### src/amoc_pkg.sv
// Shared types and constants for the audio mix to output converter.
// No dependencies; every other file refers to it by scoped names.
package amoc_pkg;

  localparam int GAIN_SHIFT_DEF = 8;
  localparam int PAN_W          = 10;
  localparam int MIX_W          = 32;
  localparam int SAMPLE_W       = 16;
  localparam int ADDR_W         = 3;
  localparam int DATA_W         = 32;

  localparam logic REG_PAN = 1'b0;
  localparam logic REG_FMT = 1'b1;

  localparam logic [1:0] WORDS_MONO   = 2'd1;
  localparam logic [1:0] WORDS_STEREO = 2'd2;

  localparam logic [7:0] BYTE_SIGN = 8'h80;

  typedef enum logic [1:0] {
    FMT_MONO8    = 2'd0,
    FMT_STEREO8  = 2'd1,
    FMT_MONO16   = 2'd2,
    FMT_STEREO16 = 2'd3
  } fmt_e;

  typedef struct packed {
    logic signed [PAN_W-1:0] pan;
    fmt_e                    fmt;
  } cfg_t;

endpackage

### src/amoc_regs.sv
// Configuration register file behind the APB-style port: pan and format.
// Depends on amoc_pkg.
module amoc_regs (
  input  logic                        clk_i,
  input  logic                        rst_ni,
  input  logic                        psel,
  input  logic                        penable,
  input  logic                        pwrite,
  input  logic [amoc_pkg::ADDR_W-1:0] paddr,
  input  logic [amoc_pkg::DATA_W-1:0] pwdata,
  output logic [amoc_pkg::DATA_W-1:0] prdata,
  output logic                        pready,
  output amoc_pkg::cfg_t              cfg_o
);

  logic signed [amoc_pkg::PAN_W-1:0] pan_q;
  amoc_pkg::fmt_e                    fmt_q;
  logic                              wr_en;

  assign wr_en  = psel && penable && pwrite;
  assign pready = 1'b1;

  always_ff @(posedge clk_i or negedge rst_ni) begin
    if (!rst_ni) begin
      pan_q <= '0;
      fmt_q <= amoc_pkg::FMT_STEREO16;
    end else if (wr_en) begin
      unique case (paddr[2])
        amoc_pkg::REG_PAN: pan_q <= pwdata[amoc_pkg::PAN_W-1:0];
        amoc_pkg::REG_FMT: fmt_q <= amoc_pkg::fmt_e'(pwdata[1:0]);
      endcase
    end
  end

  always_comb begin
    unique case (paddr[2])
      amoc_pkg::REG_PAN: prdata = {{(amoc_pkg::DATA_W-amoc_pkg::PAN_W){1'b0}}, pan_q};
      amoc_pkg::REG_FMT: prdata = {{(amoc_pkg::DATA_W-2){1'b0}}, fmt_q};
    endcase
  end

  assign cfg_o.pan = pan_q;
  assign cfg_o.fmt = fmt_q;

endmodule

### src/amoc_gain.sv
// Pan law: turns the signed pan setting into left and right channel gains.
// Depends on amoc_pkg.
module amoc_gain #(
  parameter int GAIN_SHIFT = amoc_pkg::GAIN_SHIFT_DEF
) (
  input  logic signed [amoc_pkg::PAN_W-1:0] pan_i,
  output logic        [GAIN_SHIFT:0]        gain_left_o,
  output logic        [GAIN_SHIFT:0]        gain_right_o
);

  localparam int GW = GAIN_SHIFT + 1;
  localparam int MW = (GW > amoc_pkg::PAN_W) ? GW : amoc_pkg::PAN_W;
  localparam logic [MW-1:0] UNITY = MW'(2 ** GAIN_SHIFT);

  logic [amoc_pkg::PAN_W-1:0] pan_abs;
  logic [MW-1:0]              mag;
  logic [MW-1:0]              mag_sat;
  logic [GW-1:0]              att;

  always_comb begin
    pan_abs = pan_i[amoc_pkg::PAN_W-1] ? amoc_pkg::PAN_W'(-pan_i) : pan_i;
    mag     = MW'(pan_abs);
    mag_sat = (mag > UNITY) ? UNITY : mag;
    att     = GW'(UNITY - mag_sat);
    gain_left_o  = (!pan_i[amoc_pkg::PAN_W-1] && (pan_i != '0)) ? att : GW'(UNITY);
    gain_right_o = pan_i[amoc_pkg::PAN_W-1] ? att : GW'(UNITY);
  end

endmodule

### src/amoc_datapath.sv
// Input register, clamp, pan multiply, output formatting and result register.
// Depends on amoc_pkg and amoc_gain.
module amoc_datapath #(
  parameter int GAIN_SHIFT = amoc_pkg::GAIN_SHIFT_DEF
) (
  input  logic                              clk_i,
  input  logic                              rst_ni,
  input  logic                              in_vld_i,
  input  logic signed [amoc_pkg::MIX_W-1:0] left_mix_i,
  input  logic signed [amoc_pkg::MIX_W-1:0] right_mix_i,
  input  amoc_pkg::cfg_t                    cfg_i,
  output logic                              res_vld_o,
  output logic [15:0]                       first_word_o,
  output logic [15:0]                       second_word_o,
  output logic [1:0]                        word_count_o,
  output logic [7:0]                        meter_left_o,
  output logic [7:0]                        meter_right_o
);

  localparam int SW = amoc_pkg::SAMPLE_W;
  localparam int GW = GAIN_SHIFT + 1;
  localparam int PW = SW + GW + 1;

  logic                              vld_q;
  logic signed [amoc_pkg::MIX_W-1:0] left_q, right_q;

  logic                              res_vld_q;
  logic [15:0]                       w0_q, w1_q, w0_d, w1_d;
  logic [1:0]                        cnt_q, cnt_d;
  logic [7:0]                        ml_q, mr_q;

  logic [GW-1:0]                     gain_l, gain_r;
  logic signed [SW-1:0]              clip_l, clip_r, pl, pr;
  logic signed [PW-1:0]              prod_l, prod_r;
  logic signed [SW:0]                sum;

  amoc_gain #(
    .GAIN_SHIFT(GAIN_SHIFT)
  ) u_gain (
    .pan_i       (cfg_i.pan),
    .gain_left_o (gain_l),
    .gain_right_o(gain_r)
  );

  always_ff @(posedge clk_i or negedge rst_ni) begin
    if (!rst_ni) begin
      vld_q     <= 1'b0;
      res_vld_q <= 1'b0;
    end else begin
      vld_q     <= in_vld_i;
      res_vld_q <= vld_q;
    end
  end

  always_ff @(posedge clk_i) begin
    if (in_vld_i) begin
      left_q  <= left_mix_i;
      right_q <= right_mix_i;
    end
    if (vld_q) begin
      w0_q  <= w0_d;
      w1_q  <= w1_d;
      cnt_q <= cnt_d;
      ml_q  <= {~pl[SW-1], pl[SW-2:SW-8]};
      mr_q  <= {~pr[SW-1], pr[SW-2:SW-8]};
    end
  end

  always_comb begin
    if (left_q[amoc_pkg::MIX_W-1:SW-1] == '0 || left_q[amoc_pkg::MIX_W-1:SW-1] == '1) begin
      clip_l = left_q[SW-1:0];
    end else begin
      clip_l = left_q[amoc_pkg::MIX_W-1] ? {1'b1, {(SW-1){1'b0}}} : {1'b0, {(SW-1){1'b1}}};
    end
    if (right_q[amoc_pkg::MIX_W-1:SW-1] == '0 || right_q[amoc_pkg::MIX_W-1:SW-1] == '1) begin
      clip_r = right_q[SW-1:0];
    end else begin
      clip_r = right_q[amoc_pkg::MIX_W-1] ? {1'b1, {(SW-1){1'b0}}} : {1'b0, {(SW-1){1'b1}}};
    end
    prod_l = clip_l * $signed({1'b0, gain_l});
    prod_r = clip_r * $signed({1'b0, gain_r});
    pl     = prod_l[GAIN_SHIFT +: SW];
    pr     = prod_r[GAIN_SHIFT +: SW];
    sum    = {pl[SW-1], pl} + {pr[SW-1], pr};
  end

  always_comb begin
    unique case (cfg_i.fmt)
      amoc_pkg::FMT_MONO8: begin
        w0_d  = {8'h00, sum[SW:SW-7] ^ amoc_pkg::BYTE_SIGN};
        w1_d  = '0;
        cnt_d = amoc_pkg::WORDS_MONO;
      end
      amoc_pkg::FMT_STEREO8: begin
        w0_d  = {8'h00, pl[SW-1:SW-8] ^ amoc_pkg::BYTE_SIGN};
        w1_d  = {8'h00, pr[SW-1:SW-8] ^ amoc_pkg::BYTE_SIGN};
        cnt_d = amoc_pkg::WORDS_STEREO;
      end
      amoc_pkg::FMT_MONO16: begin
        w0_d  = sum[SW:1];
        w1_d  = '0;
        cnt_d = amoc_pkg::WORDS_MONO;
      end
      amoc_pkg::FMT_STEREO16: begin
        w0_d  = pl;
        w1_d  = pr;
        cnt_d = amoc_pkg::WORDS_STEREO;
      end
    endcase
  end

  assign res_vld_o     = res_vld_q;
  assign first_word_o  = w0_q;
  assign second_word_o = w1_q;
  assign word_count_o  = cnt_q;
  assign meter_left_o  = ml_q;
  assign meter_right_o = mr_q;

  a_res_follows_in: assert property (@(posedge clk_i) disable iff (!rst_ni)
    in_vld_i |=> ##1 res_vld_q)
    else $error("accepted item produced no result");

  a_no_spurious_res: assert property (@(posedge clk_i) disable iff (!rst_ni)
    res_vld_q |-> $past(in_vld_i, 2))
    else $error("result without an accepted item");

  a_mono_second_zero: assert property (@(posedge clk_i) disable iff (!rst_ni)
    (res_vld_q && cnt_q == amoc_pkg::WORDS_MONO) |-> (w1_q == '0))
    else $error("mono result carries a second word");

  a_count_legal: assert property (@(posedge clk_i) disable iff (!rst_ni)
    res_vld_q |-> (cnt_q == amoc_pkg::WORDS_MONO || cnt_q == amoc_pkg::WORDS_STEREO))
    else $error("illegal word count");

endmodule

### src/audio_mix_to_output_converter_unit.sv
// Top level of the audio mix to output converter.
// Depends on amoc_pkg, amoc_regs, amoc_datapath.
//
// One stereo frame is taken with start in any cycle; busy stays low, so a frame
// may enter every clock. Each frame gives one result, shown on the result ports
// for exactly one cycle with result_valid_o high; the receiver cannot stall it.
// A frame passes the input register, clamp, pan multiply, format select and
// the result register. Pan and format are to be set over the APB-style port
// only while no frame is in flight; the block itself does not enforce this.
module audio_mix_to_output_converter_unit #(
  parameter int GAIN_SHIFT = amoc_pkg::GAIN_SHIFT_DEF
) (
  input  logic                        clk_i,
  input  logic                        rst_ni,
  input  logic                        psel,
  input  logic                        penable,
  input  logic                        pwrite,
  input  logic [amoc_pkg::ADDR_W-1:0] paddr,
  input  logic [amoc_pkg::DATA_W-1:0] pwdata,
  output logic [amoc_pkg::DATA_W-1:0] prdata,
  output logic                        pready,
  input  logic                        start,
  output logic                        busy,
  input  logic signed [31:0]          left_mix_i,
  input  logic signed [31:0]          right_mix_i,
  output logic                        result_valid_o,
  output logic [15:0]                 first_word_o,
  output logic [15:0]                 second_word_o,
  output logic [1:0]                  word_count_o,
  output logic [7:0]                  meter_left_o,
  output logic [7:0]                  meter_right_o
);

  amoc_pkg::cfg_t cfg;

  assign busy = 1'b0;

  amoc_regs u_regs (
    .clk_i  (clk_i),
    .rst_ni (rst_ni),
    .psel   (psel),
    .penable(penable),
    .pwrite (pwrite),
    .paddr  (paddr),
    .pwdata (pwdata),
    .prdata (prdata),
    .pready (pready),
    .cfg_o  (cfg)
  );

  amoc_datapath #(
    .GAIN_SHIFT(GAIN_SHIFT)
  ) u_datapath (
    .clk_i        (clk_i),
    .rst_ni       (rst_ni),
    .in_vld_i     (start && !busy),
    .left_mix_i   (left_mix_i),
    .right_mix_i  (right_mix_i),
    .cfg_i        (cfg),
    .res_vld_o    (result_valid_o),
    .first_word_o (first_word_o),
    .second_word_o(second_word_o),
    .word_count_o (word_count_o),
    .meter_left_o (meter_left_o),
    .meter_right_o(meter_right_o)
  );

endmodule

### config.mk
export PLATFORM = sky130hd
export DESIGN_NAME = audio_mix_to_output_converter_unit
export DESIGN_NICKNAME = d
export VERILOG_FILES = /design/src/amoc_pkg.sv /design/src/amoc_regs.sv /design/src/amoc_gain.sv /design/src/amoc_datapath.sv /design/src/audio_mix_to_output_converter_unit.sv
export SDC_FILE = /design/constraint.sdc
export NUM_CORES = 1
export LEC_CHECK = 0
export BUFFER_PORTS_ARGS = -buffer_cell sky130_fd_sc_hd__clkbuf_2
export CORE_ASPECT_RATIO = 0.9
export CORE_MARGIN = 2
export CORE_UTILIZATION = 55
export CTS_BUF_LIST = sky130_fd_sc_hd__clkbuf_16
export DETAILED_ROUTE_END_ITERATION = 12
export PLACE_DENSITY = 0.76
export SLEW_MARGIN = 20
export SYNTH_ARGS = -nofsm -noshare
export SYNTH_HDL_FRONTEND = slang
export SYNTH_SLANG_ARGS = --single-unit
### constraint.sdc
create_clock -name clk_i -period 12.48 [get_ports clk_i]
set_clock_uncertainty 0.1 [all_clocks]
set_input_delay 3.744 -clock clk_i [delete_from_list [all_inputs] [get_ports clk_i]]
set_output_delay 3.744 -clock clk_i [all_outputs]
set_load 0.1 [all_outputs]
==> out/metrics.csv <==
stage,metric,value,unit
status,status,"finished, final reports clean",
critical_path,cp_max_fo,14,
clock_tree,cts.sinks,128,
floorplanning,core-area,28800,um^2
critical_path,slowest_stage,dfrtp_1,
layout,mostFrequentLayoutCells,"287 x inv_1, 229 x fa_1, 198 x nor2_1",
floorplanning,start_util,55.7,%
clock_tree,cts_hold_buf,0,
timing,slew-limit-headroom,27.6,%
timing,setup_viol,0,
global_route,grt_usage,26.3,%
synthesis,synth-async-reset-ratio,10.9,%
critical_path,crit_type,flop to flop,
global_route,antenna_found_initial,0,
placement,globalplace.congestion,0.936,
flow_run,maxCapViolations,0,
hold_path,hold_path.class,flop to flop,
global_route,grt_pass1_wl,62.9,mm
global_route,busiest_layer,met2,
clock_tree,h-tree-depth,4,
global_route,grt_max_degree,66,
detailed_routing,routed_wl,38.3,mm
global_route,grtUsageMet1,38.1,%
synthesis,synth_area,16000,um^2
synthesis,synth_edf_count,114,
critical_path,start_kind,flop,
synthesis,synthCells,1666,
detailed_routing,ant_nets,0,
synthesis,yosysTopAreaCell,fa_1,
clock_tree,cts_root_buffer,clkbuf_16,
critical_path,cp.arrival,11770,ps
layout,layout-drive-gt1-share,13.1,%
clock_tree,clock_path_buffers,2,
timing,tns,0,ps
layout,final_nets,2238,
critical_path,cp.required,12650,ps
clock_tree,cts-buffers-inserted,17,
floorplanning,die_w,184,um
detailed_routing,vias_per_cell,5.59,
critical_path,cpPeakStageDelay,670,ps
critical_path,path_common_cell,fa_1,
clock_tree,cts_tree,yes,
layout,syn_to_final_growth,10.5,%
synthesis,yosys_register_bits,128,
timing,worst_pin_slew,1080,ps
clock_tree,insertion_delay,440,ps
timing,min_period_over_period,93.0,%
placement,place_area,17100,um^2
timing,post-route-min-period,11600,ps
synthesis,seq_area_frac_synth,23.5,%
placement,place_hpwl,30.8,mm
clock_tree,cts_resized,0,
global_route,met2_usage,40.6,%
clock_tree,post_cts_buffers,0,
synthesis,syn_area_per_cell,9.63,um^2
critical_path,endpoint_kind,flop,
layout,antenna_cells,0,
global_route,grt_pass1_vias,12300,
floorplanning,row_count,59,
placement,numPortBuffers,141,
synthesis,ys.warnings.count,0,
layout,nFillCells,2332,
synthesis,synth_top_area_share,28.6,%
detailed_routing,wl_per_cell,17.7,um
timing,max_clock_freq,86.2,MHz
layout,mostFrequentLayoutCell,inv_1,
synthesis,ys_types,73,
timing,slew_violations,0,
timing,rsz0062_at_grt,false,
detailed_routing,drc,0,
global_route,grtUsageMet3,5.66,%
synthesis,synthFlopType,edfxtp_1,
detailed_routing,drt_first_pass_iters,6,
floorplanning,ios,190,
detailed_routing,drt_iter0_drc,1030,
global_route,grt_overflow,0,
detailed_routing,vias,12100,
clock_tree,path_clk_slew,60,ps
timing,hold_viol,0,
floorplanning,dieHeight,166,um
layout,fin_area,17700,um^2
synthesis,synth_area_leaders,"fa_1 29%, edfxtp_1 21%, ha_1 9.2%",
floorplanning,die_area,30500,um^2
registers in the layout, summed over array words and instances (netlist names):
signal and cells:
u_datapath.meter_right_o 8, u_datapath.right_q 32, u_regs.fmt_q 2, u_datapath.first_word_o 16, u_regs.pan_q 10, u_datapath.res_vld_o 1, u_datapath.left_q 32, u_datapath.vld_q 1
u_datapath.meter_left_o 8, u_datapath.second_word_o 16, u_datapath.word_count_o 2
layer usage:
| layer | vias to the layer above | routed length, um |
|---|---|---|
| li1 | 5582 | - |
| met1 | 5865 | 17000 |
| met2 | 602 | 17200 |
| met3 | 59 | 3350 |
| met4 | 0 | 803 |
| met5 | - | 0 |
synth_stat cells (4+ instances only):
master / number
a21o_1: 24
a31o_2: 4
o21a_1: 36
nand3_1: 25
nand4_1: 16
nand2b_1: 8
or3_1: 7
xor2_1: 23
fa_1: 229
a21oi_1: 43
inv_1: 286
buf_4: 24
nand2_1: 152
clkbuf_1: 50
and3_1: 20
mux2_2: 13
ha_1: 118
nor2b_1: 18
a211oi_1: 9
buf_2: 4
and2_1: 5
o22ai_1: 4
nor2_1: 198
dfrtp_1: 12
o21ai_0: 55
nor4_1: 9
xnor2_1: 49
edfxtp_1: 114
mux2i_1: 10
nor3_1: 17
a31oi_1: 10
o31ai_1: 6
cells by family (layout without fill, tap and decap cells):
group                    after synthesis  after routing  share of synthesized area, %
flip-flops                           128            128                          23.5
AO/OA/AOI/OAI                        224            224                          9.35
adder cells (fa/ha/maj)              347            347                          37.8
other                                  2             24                        0.0468
AND/OR/NAND/NOR                      495            495                          13.8
XOR/XNOR                              75             75                          4.31
buffers and inverters                369            480                          9.24
multiplexers                          26             26                          1.96
metrics by stage:
| step | setup slack [ps] | hold slack (ps) | utilization [%] | std cells |
|---|---|---|---|---|
| 3_5_place_dp | 1100 | 537 | 59.3 | 2133 |
| 5_1_grt | 162 | 588 | 61.5 | 2165 |
| 2_1_floorplan | 2150 | 474 | - | 1688 |
| 4_1_cts | 1090 | 554 | 61.5 | 2165 |
| 3_3_place_gp | 1230 | 524 | 59.3 | 2133 |
| 6_report | 879 | 552 | 61.5 | 2165 |
final timing paths:
| check | start | end | slack [ps] | cells after the start |
|---|---|---|---|---|
| hold / removal | u_regs.pan_q[7]$_DFFE_PN0P_ | u_regs.pan_q[7]$_DFFE_PN0P_ | 550 | 1 |
| min in group asynchronous | rst_ni | u_regs.pan_q[1]$_DFFE_PN0P_ | 3160 | 1 |
| setup reg to reg | u_regs.pan_q[0]$_DFFE_PN0P_ | u_datapath.first_word_o[14]$_DFFE_PP_ | 880 | 40 |
| hold reg to reg | u_regs.pan_q[7]$_DFFE_PN0P_ | u_regs.pan_q[7]$_DFFE_PN0P_ | 550 | 1 |
| setup / recovery | u_regs.pan_q[0]$_DFFE_PN0P_ | u_datapath.first_word_o[14]$_DFFE_PP_ | 880 | 40 |
| max in group asynchronous | rst_ni | u_datapath.vld_q$_DFF_PN0_ | 8770 | 1 |
critical path: cells and delay by family (launching register included):
family                   cells  cell delay, ps
AO/OA/AOI/OAI               16            3500
AND/OR/NAND/NOR              7            1460
adder cells (fa/ha/maj)      9            4020
buffers and inverters        5             670
XOR/XNOR                     3             980
flip-flops                   1             670
cell type report:
| type | instances | area [um^2] | area share, % |
|---|---|---|---|
| Clock buffer | 17 | 425 | 2.40 |
| Clock inverter | 15 | 215 | 1.21 |
| Inverter | 287 | 1080 | 6.08 |
| Multi-Input combinational cell | 1191 | 10900 | 61.6 |
| Sequential cell | 128 | 3780 | 21.3 |
| Tap cell | 366 | 458 | 2.58 |
| Timing Repair Buffer | 161 | 856 | 4.83 |
Power is not shown: default switching activity piles up to over one toggle a cycle in this logic, so the estimate is an artifact.
